<file path="src/hw/rtl/segment_lcd_frame_composer_assert.svh">
// -----------------------------------------------------------------------------
// Assertion macros for the segment LCD frame composer
// Implication and next-cycle checks, clocked and reset-qualified.
// -----------------------------------------------------------------------------
`ifndef SEGMENT_LCD_FRAME_COMPOSER_ASSERT_SVH
`define SEGMENT_LCD_FRAME_COMPOSER_ASSERT_SVH

// same-cycle implication
`define SLCD_ASSERT_IMP(label, clk, rstn, ante, cons) \
    label: assert property (@(posedge clk) disable iff (!(rstn)) (ante) |-> (cons)) \
        else $error("slcd check failed");

// implication checked in the next cycle
`define SLCD_ASSERT_NXT(label, clk, rstn, ante, cons) \
    label: assert property (@(posedge clk) disable iff (!(rstn)) (ante) |=> (cons)) \
        else $error("slcd check failed");

`endif

</file>
<file path="src/hw/rtl/slcd_pkg.sv">
// -----------------------------------------------------------------------------
// slcd_pkg
// Constants, glyph table and types for the segment LCD frame composer.
// -----------------------------------------------------------------------------
package slcd_pkg;

    localparam int unsigned SEG_BYTES = 6;

    typedef logic [SEG_BYTES-1:0][7:0] frame_t;

    // big reading limits (tenths)
    localparam logic signed [15:0] BIG_HI_LIMIT   = 16'sd19995;
    localparam logic signed [15:0] BIG_LO_LIMIT   = -16'sd995;
    localparam logic signed [15:0] BIG_POINT_HI   = 16'sd1995;
    localparam logic signed [15:0] BIG_POINT_LO   = -16'sd95;
    // small reading limits
    localparam logic signed [15:0] SMALL_HI_LIMIT = 16'sd99;
    localparam logic signed [15:0] SMALL_LO_LIMIT = -16'sd9;

    // glyphs and single segments
    localparam logic [7:0] GLYPH_H      = 8'h67;
    localparam logic [7:0] GLYPH_I      = 8'h20;
    localparam logic [7:0] GLYPH_L      = 8'hE0;
    localparam logic [7:0] GLYPH_O      = 8'hA6;
    localparam logic [7:0] GLYPH_ZERO   = 8'hF3;
    localparam logic [7:0] SEG_MINUS    = 8'h04;
    localparam logic [7:0] SEG_LEAD_ONE = 8'h08;
    localparam logic [7:0] SEG_POINT    = 8'h08;
    localparam logic [7:0] SEG_PERCENT  = 8'h08;

    // reciprocals for constant division: q = (x * R) >> S, exact over the used range
    localparam logic [25:0] RECIP_675   = 26'd50903317; // x < 2^25
    localparam int unsigned SHIFT_675   = 35;
    localparam logic [14:0] RECIP_10_W  = 15'd26215;    // x <= 20005
    localparam int unsigned SHIFT_10_W  = 18;
    localparam logic [10:0] RECIP_100   = 11'd1311;     // x <= 2000
    localparam int unsigned SHIFT_100   = 17;
    localparam logic [10:0] RECIP_10_N  = 11'd1639;     // x <= 2000
    localparam int unsigned SHIFT_10_N  = 14;
    localparam logic [7:0]  RECIP_10_S  = 8'd205;       // x < 128
    localparam int unsigned SHIFT_10_S  = 11;
    localparam logic [17:0] RECIP_60_S  = 18'd139811;   // x < 86400
    localparam int unsigned SHIFT_60_S  = 23;
    localparam logic [11:0] RECIP_60_M  = 12'd2185;     // x < 1440
    localparam int unsigned SHIFT_60_M  = 17;

    typedef struct packed {
        logic       show_clock;
        logic       battery_low;
        logic       link_up;
        logic [2:0] temp_symbol;
        logic [2:0] smiley_code;
    } side_t;

    typedef struct packed {
        logic neg;
        logic hi;
        logic lo;
        logic round;
    } big_cls_t;

    typedef struct packed {
        logic neg;
        logic hi;
        logic lo;
    } small_cls_t;

    function automatic logic [7:0] digit_glyph(input logic [3:0] d);
        logic [7:0] g;
        case (d)
            4'd0:    g = 8'hF3;
            4'd1:    g = 8'h03;
            4'd2:    g = 8'hB5;
            4'd3:    g = 8'h97;
            4'd4:    g = 8'h47;
            4'd5:    g = 8'hD6;
            4'd6:    g = 8'hF6;
            4'd7:    g = 8'h13;
            4'd8:    g = 8'hF7;
            4'd9:    g = 8'hD7;
            default: g = 8'h00;
        endcase
        return g;
    endfunction

endpackage

</file>
<file path="src/hw/rtl/segment_lcd_frame_composer.sv">
// -----------------------------------------------------------------------------
// segment_lcd_frame_composer
// Builds the six segment bytes of a small LCD from a measurement or a clock
// request and sends a frame only when it changes and the display is on.
// -----------------------------------------------------------------------------
//
//  channel | dir | handshake           | payload
//  --------+-----+---------------------+------------------------------------
//  s_      | in  | s_tvalid / s_tready | s_tdata (readings), s_tuser (view)
//  m_      | out | m_tvalid / m_tready | m_tdata (segment bytes 0..5)
//  cfg_    | in  | cfg_we              | cfg_wdata (display enable)
//
//  One beat per cycle while m_tready keeps up; a beat goes through the input
//  register and five processing stages to the result register (depth set by
//  the reciprocal-multiply chain that splits seconds into hours and minutes).
//  Beats that give no frame (unchanged or display off) leave no bubble.
//  m_tready low stalls the last stage; earlier empty stages still fill, so
//  up to six beats are taken while a frame waits.
//  aresetn (sync, active low) clears stage valids, the kept battery/link
//  bits and the last-sent frame; display enable comes up set.
//
module segment_lcd_frame_composer
    import slcd_pkg::*;
(
    input  logic        aclk,
    input  logic        aresetn,
    // cfg
    input  logic        cfg_we,
    input  logic        cfg_wdata,
    // input stream
    input  logic        s_tvalid,
    output logic        s_tready,
    // [15:0] big_value, [31:16] small_value, [32] percent_sign,
    // [33] battery_low, [34] link_up, [37:35] temp_symbol,
    // [40:38] smiley_code, [72:41] time_seconds, [79:73] zero
    input  logic [79:0] s_tdata,
    // [0] show_clock
    input  logic [0:0]  s_tuser,
    // result stream
    output logic        m_tvalid,
    input  logic        m_tready,
    // [7:0] seg_byte0, [15:8] seg_byte1, [23:16] seg_byte2,
    // [31:24] seg_byte3, [39:32] seg_byte4, [47:40] seg_byte5
    output logic [47:0] m_tdata
);

    // ---------------------------------------------------------------- control
    logic [5:0] stage_valid_reg, stage_valid_next;
    logic [5:0] stage_en;
    logic       out_free;
    logic       fire;
    logic       emit;
    logic       m_tvalid_reg, m_tvalid_next;
    frame_t     m_tdata_reg;
    logic       display_enable_reg;
    logic       bat_keep_reg, link_keep_reg;
    frame_t     last_sent_reg;

    assign out_free = !m_tvalid_reg || m_tready;

    // a stage moves when it is empty or the one after it moves
    assign stage_en[5] = !stage_valid_reg[5] || out_free;
    assign stage_en[4] = !stage_valid_reg[4] || stage_en[5];
    assign stage_en[3] = !stage_valid_reg[3] || stage_en[4];
    assign stage_en[2] = !stage_valid_reg[2] || stage_en[3];
    assign stage_en[1] = !stage_valid_reg[1] || stage_en[2];
    assign stage_en[0] = !stage_valid_reg[0] || stage_en[1];

    assign s_tready = stage_en[0];

    always_comb begin
        stage_valid_next[0] = stage_en[0] ? s_tvalid : stage_valid_reg[0];
        stage_valid_next[1] = stage_en[1] ? stage_valid_reg[0] : stage_valid_reg[1];
        stage_valid_next[2] = stage_en[2] ? stage_valid_reg[1] : stage_valid_reg[2];
        stage_valid_next[3] = stage_en[3] ? stage_valid_reg[2] : stage_valid_reg[3];
        stage_valid_next[4] = stage_en[4] ? stage_valid_reg[3] : stage_valid_reg[4];
        stage_valid_next[5] = stage_en[5] ? stage_valid_reg[4] : stage_valid_reg[5];
    end

    always_ff @(posedge aclk) begin
        if (!aresetn) begin
            stage_valid_reg <= '0;
        end else begin
            stage_valid_reg <= stage_valid_next;
        end
    end

    // ---------------------------------------------------------------- stage 0
    // input register
    side_t              r0_side_reg;
    logic signed [15:0] r0_big_reg;
    logic signed [15:0] r0_small_reg;
    logic               r0_pct_reg;
    logic [31:0]        r0_secs_reg;

    always_ff @(posedge aclk) begin
        if (stage_en[0]) begin
            r0_side_reg.show_clock  <= s_tuser[0];
            r0_side_reg.battery_low <= s_tdata[33];
            r0_side_reg.link_up     <= s_tdata[34];
            r0_side_reg.temp_symbol <= s_tdata[37:35];
            r0_side_reg.smiley_code <= s_tdata[40:38];
            r0_big_reg              <= s_tdata[15:0];
            r0_small_reg            <= s_tdata[31:16];
            r0_pct_reg              <= s_tdata[32];
            r0_secs_reg             <= s_tdata[72:41];
        end
    end

    // ---------------------------------------------------------------- stage 1
    // classify readings, magnitudes; seconds >> 7 divided by 675
    logic [15:0] big_abs, small_abs;
    big_cls_t    big_cls_next;
    logic [14:0] big_mag_next;
    small_cls_t  small_cls_next;
    logic [50:0] q675_prod;

    assign big_abs   = r0_big_reg[15]   ? 16'(-r0_big_reg)   : 16'(r0_big_reg);
    assign small_abs = r0_small_reg[15] ? 16'(-r0_small_reg) : 16'(r0_small_reg);

    always_comb begin
        big_cls_next.neg   = r0_big_reg[15];
        big_cls_next.hi    = r0_big_reg > BIG_HI_LIMIT;
        big_cls_next.lo    = r0_big_reg < BIG_LO_LIMIT;
        big_cls_next.round = (r0_big_reg > BIG_POINT_HI) || (r0_big_reg < BIG_POINT_LO);
        big_mag_next       = big_cls_next.round ? 15'(big_abs + 16'd5) : big_abs[14:0];
        small_cls_next.neg = r0_small_reg[15];
        small_cls_next.hi  = r0_small_reg > SMALL_HI_LIMIT;
        small_cls_next.lo  = r0_small_reg < SMALL_LO_LIMIT;
    end

    assign q675_prod = {26'd0, r0_secs_reg[31:7]} * {25'd0, RECIP_675};

    side_t       r1_side_reg;
    big_cls_t    r1_bcls_reg;
    logic [14:0] r1_big_mag_reg;
    small_cls_t  r1_scls_reg;
    logic [6:0]  r1_small_mag_reg;
    logic        r1_pct_reg;
    logic [24:0] r1_x_reg;
    logic [6:0]  r1_low_reg;
    logic [15:0] r1_q_reg;

    always_ff @(posedge aclk) begin
        if (stage_en[1]) begin
            r1_side_reg      <= r0_side_reg;
            r1_bcls_reg      <= big_cls_next;
            r1_big_mag_reg   <= big_mag_next;
            r1_scls_reg      <= small_cls_next;
            r1_small_mag_reg <= small_abs[6:0];
            r1_pct_reg       <= r0_pct_reg;
            r1_x_reg         <= r0_secs_reg[31:7];
            r1_low_reg       <= r0_secs_reg[6:0];
            r1_q_reg         <= q675_prod[SHIFT_675 +: 16];
        end
    end

    // ---------------------------------------------------------------- stage 2
    // rounded whole units, small tens, seconds of the day
    logic [29:0] n_prod;
    logic [10:0] n_next;
    logic [14:0] st_prod;
    logic [25:0] q675_back;
    logic [9:0]  day_rem;

    assign n_prod    = {15'd0, r1_big_mag_reg} * {15'd0, RECIP_10_W};
    assign n_next    = r1_bcls_reg.round ? n_prod[SHIFT_10_W +: 11] : r1_big_mag_reg[10:0];
    assign st_prod   = {8'd0, r1_small_mag_reg} * {7'd0, RECIP_10_S};
    assign q675_back = {10'd0, r1_q_reg} * 26'd675;
    assign day_rem   = 10'(r1_x_reg - q675_back[24:0]);

    side_t       r2_side_reg;
    big_cls_t    r2_bcls_reg;
    logic [10:0] r2_n_reg;
    small_cls_t  r2_scls_reg;
    logic [6:0]  r2_small_mag_reg;
    logic [3:0]  r2_small_tens_reg;
    logic        r2_pct_reg;
    logic [16:0] r2_day_sec_reg;

    always_ff @(posedge aclk) begin
        if (stage_en[2]) begin
            r2_side_reg       <= r1_side_reg;
            r2_bcls_reg       <= r1_bcls_reg;
            r2_n_reg          <= n_next;
            r2_scls_reg       <= r1_scls_reg;
            r2_small_mag_reg  <= r1_small_mag_reg;
            r2_small_tens_reg <= st_prod[SHIFT_10_S +: 4];
            r2_pct_reg        <= r1_pct_reg;
            r2_day_sec_reg    <= {day_rem, r1_low_reg};
        end
    end

    // ---------------------------------------------------------------- stage 3
    // n / 100 and n / 10, small-value bytes, minutes of the day
    logic [21:0] h_prod, t_prod;
    logic [6:0]  st_x10;
    logic [3:0]  small_ones;
    logic [7:0]  b4g_next, b5_next;
    logic [34:0] min_prod;

    assign h_prod     = {11'd0, r2_n_reg} * {11'd0, RECIP_100};
    assign t_prod     = {11'd0, r2_n_reg} * {11'd0, RECIP_10_N};
    assign st_x10     = {r2_small_tens_reg, 3'b000} + {2'b00, r2_small_tens_reg, 1'b0};
    assign small_ones = 4'(r2_small_mag_reg - st_x10);
    assign min_prod   = {18'd0, r2_day_sec_reg} * {17'd0, RECIP_60_S};

    always_comb begin
        b5_next = r2_pct_reg ? SEG_PERCENT : 8'h00;
        if (r2_scls_reg.hi) begin
            b4g_next = GLYPH_H;
            b5_next  = b5_next | GLYPH_I;
        end else if (r2_scls_reg.lo) begin
            b4g_next = GLYPH_L;
            b5_next  = b5_next | GLYPH_O;
        end else begin
            b4g_next = r2_scls_reg.neg ? SEG_MINUS : 8'h00;
            if (r2_small_mag_reg > 7'd9) begin
                b4g_next = b4g_next | digit_glyph(r2_small_tens_reg);
            end
            b5_next = b5_next | digit_glyph(small_ones);
        end
    end

    side_t       r3_side_reg;
    big_cls_t    r3_bcls_reg;
    logic [10:0] r3_n_reg;
    logic [4:0]  r3_h_reg;
    logic [7:0]  r3_t_reg;
    logic [7:0]  r3_b4g_reg, r3_b5_reg;
    logic [10:0] r3_min_reg;

    always_ff @(posedge aclk) begin
        if (stage_en[3]) begin
            r3_side_reg <= r2_side_reg;
            r3_bcls_reg <= r2_bcls_reg;
            r3_n_reg    <= r2_n_reg;
            r3_h_reg    <= h_prod[SHIFT_100 +: 5];
            r3_t_reg    <= t_prod[SHIFT_10_N +: 8];
            r3_b4g_reg  <= b4g_next;
            r3_b5_reg   <= b5_next;
            r3_min_reg  <= min_prod[SHIFT_60_S +: 11];
        end
    end

    // ---------------------------------------------------------------- stage 4
    // big digits; hours of the day
    logic [10:0] t_x10;
    logic [7:0]  h_x10;
    logic [3:0]  hund_next;
    logic [22:0] hrs_prod;

    assign t_x10    = {r3_t_reg, 3'b000} + {2'b00, r3_t_reg, 1'b0};
    assign h_x10    = {r3_h_reg, 3'b000} + {2'b00, r3_h_reg, 1'b0};
    assign hrs_prod = {12'd0, r3_min_reg} * {11'd0, RECIP_60_M};

    always_comb begin
        if (r3_h_reg >= 5'd20) begin
            hund_next = 4'(r3_h_reg - 5'd20);
        end else if (r3_h_reg >= 5'd10) begin
            hund_next = 4'(r3_h_reg - 5'd10);
        end else begin
            hund_next = r3_h_reg[3:0];
        end
    end

    side_t       r4_side_reg;
    big_cls_t    r4_bcls_reg;
    logic [3:0]  r4_ones_reg, r4_tens_reg, r4_hund_reg;
    logic        r4_gt999_reg, r4_gt99_reg, r4_gt9_reg;
    logic [7:0]  r4_b4g_reg, r4_b5_reg;
    logic [4:0]  r4_hrs_reg;
    logic [10:0] r4_min_reg;

    always_ff @(posedge aclk) begin
        if (stage_en[4]) begin
            r4_side_reg  <= r3_side_reg;
            r4_bcls_reg  <= r3_bcls_reg;
            r4_ones_reg  <= 4'(r3_n_reg - t_x10);
            r4_tens_reg  <= 4'(r3_t_reg - h_x10);
            r4_hund_reg  <= hund_next;
            r4_gt999_reg <= r3_n_reg > 11'd999;
            r4_gt99_reg  <= r3_n_reg > 11'd99;
            r4_gt9_reg   <= r3_n_reg > 11'd9;
            r4_b4g_reg   <= r3_b4g_reg;
            r4_b5_reg    <= r3_b5_reg;
            r4_hrs_reg   <= hrs_prod[SHIFT_60_M +: 5];
            r4_min_reg   <= r3_min_reg;
        end
    end

    // ---------------------------------------------------------------- stage 5
    // compose the view bytes; clock view leaves battery/link for the last stage
    logic [10:0] hrs_x60;
    logic [5:0]  mins;
    logic [3:0]  hrs_tens, hrs_ones, min_tens, min_ones;
    frame_t      meas_frame, clk_frame, frame_next;
    side_t       sd;

    assign sd      = r4_side_reg;
    assign hrs_x60 = {r4_hrs_reg, 6'b000000} - {4'b0000, r4_hrs_reg, 2'b00};
    assign mins    = 6'(r4_min_reg - hrs_x60);

    always_comb begin
        if (r4_hrs_reg >= 5'd20) begin
            hrs_tens = 4'd2;
            hrs_ones = 4'(r4_hrs_reg - 5'd20);
        end else if (r4_hrs_reg >= 5'd10) begin
            hrs_tens = 4'd1;
            hrs_ones = 4'(r4_hrs_reg - 5'd10);
        end else begin
            hrs_tens = 4'd0;
            hrs_ones = r4_hrs_reg[3:0];
        end
        if (mins >= 6'd50) begin
            min_tens = 4'd5;
            min_ones = 4'(mins - 6'd50);
        end else if (mins >= 6'd40) begin
            min_tens = 4'd4;
            min_ones = 4'(mins - 6'd40);
        end else if (mins >= 6'd30) begin
            min_tens = 4'd3;
            min_ones = 4'(mins - 6'd30);
        end else if (mins >= 6'd20) begin
            min_tens = 4'd2;
            min_ones = 4'(mins - 6'd20);
        end else if (mins >= 6'd10) begin
            min_tens = 4'd1;
            min_ones = 4'(mins - 6'd10);
        end else begin
            min_tens = 4'd0;
            min_ones = mins[3:0];
        end
    end

    always_comb begin
        // big digits
        if (r4_bcls_reg.hi) begin
            meas_frame[0] = GLYPH_H;
            meas_frame[1] = GLYPH_I;
            meas_frame[2] = 8'h00;
        end else if (r4_bcls_reg.lo) begin
            meas_frame[0] = GLYPH_L;
            meas_frame[1] = GLYPH_O;
            meas_frame[2] = 8'h00;
        end else begin
            meas_frame[0] = r4_bcls_reg.neg ? SEG_MINUS : 8'h00;
            if (r4_gt999_reg) begin
                meas_frame[0] = meas_frame[0] | SEG_LEAD_ONE;
            end
            if (r4_gt99_reg) begin
                meas_frame[0] = meas_frame[0] | digit_glyph(r4_hund_reg);
            end
            meas_frame[1] = r4_bcls_reg.round ? 8'h00 : SEG_POINT;
            meas_frame[1] = meas_frame[1] |
                            (r4_gt9_reg ? digit_glyph(r4_tens_reg) : GLYPH_ZERO);
            meas_frame[2] = digit_glyph(r4_ones_reg);
        end
        // unit, battery, smiley
        meas_frame[2][3] = sd.temp_symbol[1];
        meas_frame[3]    = {sd.temp_symbol[2], sd.battery_low, sd.temp_symbol[0],
                            sd.smiley_code[2], 1'b0, sd.smiley_code[1], 1'b0,
                            sd.smiley_code[0]};
        meas_frame[4]    = r4_b4g_reg;
        meas_frame[4][3] = sd.link_up;
        meas_frame[5]    = r4_b5_reg;
    end

    always_comb begin
        clk_frame[0] = 8'h00;
        clk_frame[1] = digit_glyph(hrs_tens);
        clk_frame[2] = digit_glyph(hrs_ones);
        clk_frame[3] = 8'h00;
        clk_frame[4] = digit_glyph(min_tens);
        clk_frame[5] = digit_glyph(min_ones);
    end

    assign frame_next = sd.show_clock ? clk_frame : meas_frame;

    logic   r5_clk_reg;
    frame_t r5_frame_reg;

    always_ff @(posedge aclk) begin
        if (stage_en[5]) begin
            r5_clk_reg   <= sd.show_clock;
            r5_frame_reg <= frame_next;
        end
    end

    // ---------------------------------------------------------------- last stage
    // fold in the kept bits, compare with the last frame sent
    frame_t final_frame;

    always_comb begin
        final_frame = r5_frame_reg;
        if (r5_clk_reg) begin
            final_frame[3][6] = bat_keep_reg;
            final_frame[4][3] = link_keep_reg;
        end
    end

    assign fire = stage_valid_reg[5] && out_free;
    assign emit = display_enable_reg && (final_frame != last_sent_reg);

    assign m_tvalid_next = out_free ? (fire && emit) : m_tvalid_reg;

    always_ff @(posedge aclk) begin
        if (!aresetn) begin
            m_tvalid_reg       <= 1'b0;
            display_enable_reg <= 1'b1;
            bat_keep_reg       <= 1'b0;
            link_keep_reg      <= 1'b0;
            last_sent_reg      <= '0;
        end else begin
            m_tvalid_reg <= m_tvalid_next;
            if (cfg_we) begin
                display_enable_reg <= cfg_wdata;
            end
            if (fire) begin
                bat_keep_reg  <= final_frame[3][6];
                link_keep_reg <= final_frame[4][3];
                if (emit) begin
                    last_sent_reg <= final_frame;
                end
            end
        end
    end

    always_ff @(posedge aclk) begin
        if (fire && emit) begin
            m_tdata_reg <= final_frame;
        end
    end

    assign m_tvalid = m_tvalid_reg;
    assign m_tdata  = m_tdata_reg;

    // ---------------------------------------------------------------- checks
`include "segment_lcd_frame_composer_assert.svh"

    // the frame on offer is the one recorded as sent
    `SLCD_ASSERT_IMP(a_offer_is_last, aclk, aresetn, m_tvalid_reg, m_tdata_reg == last_sent_reg)
    // input is refused only with every stage full behind a stalled result
    `SLCD_ASSERT_IMP(a_refuse_full, aclk, aresetn, !s_tready,
                     (&stage_valid_reg) && m_tvalid_reg && !m_tready)
    // nothing new is recorded while a frame waits
    `SLCD_ASSERT_NXT(a_wait_holds, aclk, aresetn, m_tvalid_reg && !m_tready,
                     $stable(last_sent_reg))

endmodule

</file>
<file path="config.mk">
export PLATFORM = sky130hd
export DESIGN_NAME = segment_lcd_frame_composer
export DESIGN_NICKNAME = d
export VERILOG_FILES = /design/src/hw/rtl/slcd_pkg.sv /design/src/hw/rtl/segment_lcd_frame_composer.sv
export VERILOG_INCLUDE_DIRS = /design/src /design/src/hw/rtl
export SDC_FILE = /design/constraint.sdc
export NUM_CORES = 2
export LEC_CHECK = 0
export BUFFER_PORTS_ARGS = -buffer_cell sky130_fd_sc_hd__buf_2
export CORE_UTILIZATION = 55
export CTS_BUF_LIST = sky130_fd_sc_hd__clkbuf_8
export DETAILED_ROUTE_END_ITERATION = 8
export PLACE_DENSITY_LB_ADDON = 0.12
export SLEW_MARGIN = 10
export SYNTH_ARGS = -nofsm -noshare
export SYNTH_HDL_FRONTEND = slang
export SYNTH_SLANG_ARGS = --single-unit
</file>
<file path="constraint.sdc">
create_clock -name aclk -period 6.9 [get_ports aclk]
set_input_delay 0.345 -clock aclk [delete_from_list [all_inputs] [get_ports aclk]]
set_output_delay 0.345 -clock aclk [all_outputs]
set_load 0.02 [all_outputs]
</file>
Word-level counts from Yosys, hierarchy flattened
Memory sizes are Yosys's and may differ from the RTL's. A register that Yosys moved wholly into a read port is not among the register bits.
Cells that the tools add are included.
{"block": "classes", "add_sub_neg": 21, "multipliers": 8, "n_lt_le_gt_ge": 19, "n_eq_ne": 1, "muxes": 52, "bitwise_logic": 4, "n_reduce_logical": 22}
{"op": "8-bit two-way mux", "count": 18}
{"op": "4-bit two-way mux", "count": 16}
{"op": "25-bit by 26-bit multiplier with 51-bit output (second input constant)", "count": 1}
{"op": "24-bit two-way mux", "count": 2}
{"op": "48-bit two-way mux", "count": 1}
{"op": "48-bit inequality test", "count": 1}
{"op": "17-bit by 18-bit multiplier with 34-bit output (second input constant)", "count": 1}
{"op": "15-bit two-way mux", "count": 2}
{"op": "15-bit by 15-bit multiplier with 29-bit output (second input constant)", "count": 1}
{"op": "11-bit by 11-bit multiplier with 22-bit output (second input constant)", "count": 1}
{"op": "11-bit by 12-bit multiplier with 22-bit output (second input constant)", "count": 1}
{"op": "4-bit subtractor (second input constant)", "count": 5}
{"op": "11-bit by 11-bit multiplier with 18-bit output (second input constant)", "count": 1}
{"op": "16-bit by 12-bit > comparator with 1-bit output (second input constant)", "count": 1}
{"op": "16-bit > comparator (second input constant)", "count": 1}
{"op": "16-bit by 8-bit > comparator with 1-bit output (second input constant)", "count": 1}
{"op": "16-bit by 11-bit less-than comparator with 1-bit output (second input constant)", "count": 1}
{"op": "16-bit by 5-bit less-than comparator with 1-bit output (second input constant)", "count": 1}
{"op": "16-bit by 8-bit less-than comparator with 1-bit output (second input constant)", "count": 1}
{"op": "16-bit by 10-bit multiplier with 10-bit output (second input constant)", "count": 1}
{"op": "4-bit by 8-bit bitwise OR with 8-bit output", "count": 2}
{"op": "15-bit by 3-bit adder with 15-bit output (second input constant)", "count": 1}
{"op": "7-bit by 8-bit multiplier with 15-bit output (second input constant)", "count": 1}
{"op": "15-bit negation", "count": 1}
{"op": "other kinds (30)", "count": 64}
{"block": "totals", "regBits": 472, "mem_bits_ro": 1008, "wordCells": 248, "n_memories": 9}
{"memory": "(no name shown)", "words": 16, "width": 7, "rd": 1, "rd_ports_with_merged_regs": 0, "write_ports": 0, "line_no": "slcd_pkg.sv:70", "source": "case (d)"}
{"memory": "(no name shown)", "words": 16, "width": 7, "rd": 1, "rd_ports_with_merged_regs": 0, "write_ports": 0, "line_no": "slcd_pkg.sv:70"}
{"memory": "(no name shown)", "words": 16, "width": 7, "rd": 1, "rd_ports_with_merged_regs": 0, "write_ports": 0, "line_no": "slcd_pkg.sv:70"}
{"memory": "(no name shown)", "words": 16, "width": 7, "rd": 1, "rd_ports_with_merged_regs": 0, "write_ports": 0, "line_no": "slcd_pkg.sv:70"}
{"memory": "(no name shown)", "words": 16, "width": 7, "rd": 1, "rd_ports_with_merged_regs": 1, "write_ports": 0, "line_no": "slcd_pkg.sv:70"}
{"memory": "(no name shown)", "words": 16, "width": 7, "rd": 1, "rd_ports_with_merged_regs": 1, "write_ports": 0, "line_no": "slcd_pkg.sv:70"}
{"memory": "+3 memories"}

Depth between registers and ports, before layout
An unclocked memory read counts as a cell.
{"block": "depth", "word_depth": 10, "ltp_mapped": 25, "ltp_nobuf": 25}

Least setup slack after synthesis
OpenSTA, ideal clock, no wires.
{"block": "synth_timing", "path_type": "register to register", "startpoint": "register r0_secs_reg[12]", "endpoint": "register r1_q_reg[4], data pin", "setup_ns": 0.258, "arrival_ns": 5.905, "t_required_ns": 6.642, "setup_slack_ns": 0.737, "stages_incl_launch_ff": 24, "synth_period_minus_slack_ns": 6.163, "cell_sequence": "edfxtp_1 > inv_1 > ha_1 > inv_1 > fa_1 > ha_1 > inv_1 > fa_1 > inv_1 > fa_1 > fa_1 > inv_1 > fa_1 > inv_1 > ha_1 > a21o_1 > a21o_1 > a21oi_1 > nor2b_1 > o21ai_0 > a21boi_0 > or4b_2 > a21oi_1 > xnor2_1"}
{"block": "synth_via", "elab_chain_len": 1}
{"element": "from (decl)", "line_no": "segment_lcd_frame_composer.sv:94", "source": "logic [31:0] r0_secs_reg;"}
{"element": "from (signal assigned)", "line_no": "segment_lcd_frame_composer.sv:106", "source": "r0_secs_reg <= s_tdata[72:41];"}
{"element": "25-bit by 26-bit multiplier with 51-bit output", "line_no": "segment_lcd_frame_composer.sv:132", "source": "assign q675_prod = {26'd0, r0_secs_reg[31:7]} * {25'd0, RECIP_675};"}
{"element": "via q675_prod[39]", "line_no": "segment_lcd_frame_composer.sv:116", "source": "logic [50:0] q675_prod;"}
{"element": "to (signal assigned)", "line_no": "segment_lcd_frame_composer.sv:154", "source": "r1_q_reg <= q675_prod[SHIFT_675 +: 16];"}
{"element": "to (decl)", "line_no": "segment_lcd_frame_composer.sv:142", "source": "logic [15:0] r1_q_reg;"}
The timed path passes the listed nets, and every way through them passes these cells.
A chain may end at the register's enable or synchronous reset.

Worst setup path in the final report
{"block": "layout_timing", "startpoint": "register r0_secs_reg[22]", "endpoint": "register r1_q_reg[4], data pin"}
Same word-level chain as after synthesis.

==> impl_metrics.csv <==
group,metric,value,unit
final_layout,drive_gt1_share,8.460,%
synthesis,ys.flop_type,"edfxtp_1",
route,drcViolationCount,0,
min_path,hold_path.class,"in2reg",
route,final_antenna_net_count,0,
min_path,min_to,"m_tvalid",
sta,finalMaxSlewViolations,0,
global_routing,overflow,0,
worst_setup_path,endpoint_kind,"flip-flop",
global_routing,grt_usage,23.07,%
sta,max_freq,150.2,MHz
worst_setup_path,required,7310,ps
sta,finalSetupViolations,0,
synthesis,postSynthAreaPerCell,11.54,µm²
floorplan,core,0.07582,mm²
run,maxCapViolCount,0,
min_path,min-delay-start,"m_tready",
floorplan,die-area,0.07764,mm²
sta,rsz0062_at_grt,"false",
floorplan,rows,101,
worst_setup_path,slowest_delay,740,ps
floorplan,die_h,278.6,µm
synthesis,synth_edf_count,402,
floorplan,die_w,278.6,µm
synthesis,syn_inst,3649,
synthesis,synth_most_common_cell,"inv_1",
worst_setup_path,cp.arrival,7060,ps
clock_tree,ctsLongestPathBuffers,3,
worst_setup_path,timing.rr.end,"r1_q_reg[4]",
place,portBuffers,127,
synthesis,synthSimpleGateAreaFrac,5.472,%
synthesis,yosysWarnings,0,
route,drtIter0Drc,962,
place,place_congestion,0.9005,
synthesis,synth_commonest_cells,"inv_1 (793), ha_1 (788), edfxtp_1 (402)",
final_layout,syn_to_final_growth,11.05,%
synthesis,synth.distinct_cells,79,
synthesis,synth_top_cell_by_area,"edfxtp_1",
synthesis,synth_xor_xnor_area_share,3.808,%
clock_tree,clockRootBuffer,"clkbuf_8",
synthesis,yosys.area_share.adder,42.12,%
clock_tree,clkLatencyLatePin,690,ps
sta,fin_crit,6658,ps
clock_tree,cts_sinks,486,
clock_tree,cts_tree,"done",
synthesis,synthArstFlopShare,0,%
synthesis,synth_area,0.04209,mm²
clock_tree,clkTransAtPathRegs,60,ps
sta,finClkSkew,39.50,ps
worst_setup_path,rrSetupSlack,240,ps
sta,finalHoldViolCount,0,
worst_setup_path,r2r-start,"r0_secs_reg[22]",
sta,tns,0,ps
worst_setup_path,path_max_fanout,8,
status,status,"complete, no violations",
final_layout,antenna_cells,0,
sta,relSlewSlack,25.80,%
global_routing,first_global_vias,26814,
global_routing,grt_pass1_wl,139400,µm
synthesis,synth-seq-cells,486,
synthesis,yosysTopAreaCellShare,28.68,%
route,num_vias,25775,
worst_setup_path,r2r.worst_path.cells,23,
synthesis,synth_top_family_by_area,"adder cells",
clock_tree,ctsHtreeMaxLevel,3,
sta,post-route-period-util,96.50,%
worst_setup_path,path_class,"reg2reg",
final_layout,final_area,0.04674,mm²
global_routing,grt_max_degree,75,
synthesis,netlist_top_cells_area,"edfxtp_1 (29%), ha_1 (23%), fa_1 (19%), inv_1 (7.1%), dfxtp_1 (4.0%)",
worst_setup_path,cp-start-kind,"flip-flop",
sta,timing.hold.ws,71.95,ps
route,wirelength,86140,µm
floorplan,ios,137,
min_path,whs_path_depth,3,
synthesis,synth_mux_area_share,1.968,%
route,wire_per_inst,17.24,µm
final_layout,fin_nets,5219,
sta,worst_slew_pin_slew,1109,ps
worst_setup_path,cp_cell_sequence,"fa_1, inv_1, fa_1, inv_1, ha_1, inv_1, fa_1, inv_1, fa_1, fa_1, inv_1, fa_1, inv_1, ha_1, a21o_1, a21o_1, a21oi_1, o21bai_1, a21oi_1, nor2_1, or4b_2, a21oi_1, xnor2_1",
synthesis,ys_seq_area_share,32.67,%
synthesis,synth_compound_area_share,6.474,%
route,routed_via_density,5.158,
floorplan,start_util,55.51,%
clock_tree,cts_buffers,86,
worst_setup_path,crit_slowest_cell,"or4b_2",
global_routing,antenna_found_initial,0,
place,place_area,0.04414,mm²
place,dp_hpwl,69320,µm
route,dr.pass1.iters,5,
-- how the worst max path moves through the flow --
stage | from | end | cells after the start
finish | r0_secs_reg[22] | r1_q_reg[4] | 23
global route | r0_secs_reg[22] | r1_q_reg[4] | 23
CTS | r0_secs_reg[26] | r1_q_reg[9] | 21
detailed placement | r0_secs_reg[26] | r1_q_reg[9] | 21
global placement | r0_secs_reg[26] | r1_q_reg[9] | 21
floorplan | r0_secs_reg[12] | r1_q_reg[4] | 23
-- critical path: cells and delay by family (launching register included) --
family	cells	cell delay, ps
and+or+nand+nor	2	810
xor gates and xnor gates	1	90
DFF	1	580
buffers and inverters	6	320
adders and majority gates	8	3570
AOI/OAI and AO/OA	6	1000
-- layout make-up --
cell class,count,area [µm²]
clock inverter,59,450.4
multi-input combinational,2329,25220
tap,978,1224
inverter,796,2988
clock buffer,97,1335
timing repair buffer,252,1767
fill,6123,29080
sequential,486,13750
-- what timing repair did --
action | 4_1_cts | 5_1_grt
resized for setup | 0 | 1
setup endpoints to repair | 0 | 2
setup buffers | 0 | 6
hold endpoints to repair | 76 | 0
hold buffers | 77 | 0
-- kinds of logic after synthesis --
family                   count (synthesis)
adder cells (fa/ha/maj)               1181
multiplexers                            81
flip-flops                             486
XOR/XNOR                               183
AO/OA/AOI/OAI                          426
AND/OR/NAND/NOR                        456
other                                    1
buffers and inverters                  835
-- stage by stage --
step                      setup slack, ps  util (%)  instances
after CTS                           218.7     61.59       4991
after floorplan                     737.2         -       3650
after global routing                44.51     61.65       4997
after global placement              299.9     58.21       4758
after detailed placement            216.6     58.21       4758
final                               241.6     61.65       4997
-- routing by layer --
metal / vias to the layer above / track usage, % / share of wire [%]
met4: 0 / 7.129 / 2.9
met3: 147 / 3.146 / 3.5
met1: 12402 / 30.25 / 45
li1: 12778 / - / -
met2: 448 / 39.64 / 48
met5: - / 0 / 0
-- cells in the final DEF, fill, tap and decap left out, types with 8 or more instances in the layout --
cell and n:
xor2_1 69, nand4_1 18, clkinv_2 10, o21a_1 26, clkbuf_8 97, mux2i_1 67, fa_1 393, o21ai_0 93
a31oi_1 14, inv_1 818, a211oi_1 15, or2_2 10, o211ai_1 8, clkinv_1 12, dfxtp_1 84, and3_1 9
buf_4 48, mux2_2 14, dlygate4sd3_1 77, o31ai_1 10, nor2_1 103, buf_2 127, o22ai_1 9, o21bai_1 10
nand2_1 121, nand3_1 22, a21oi_1 128, a22o_1 10, nand2b_1 16, nor2b_1 80, xnor2_1 114, nor3_1 23
edfxtp_1 402, ha_1 788, nor4_1 18, a21o_1 45
Power is left out: the tool's default activity adds up to more than one toggle a clock period on the data nets, which glitch-free logic cannot reach.
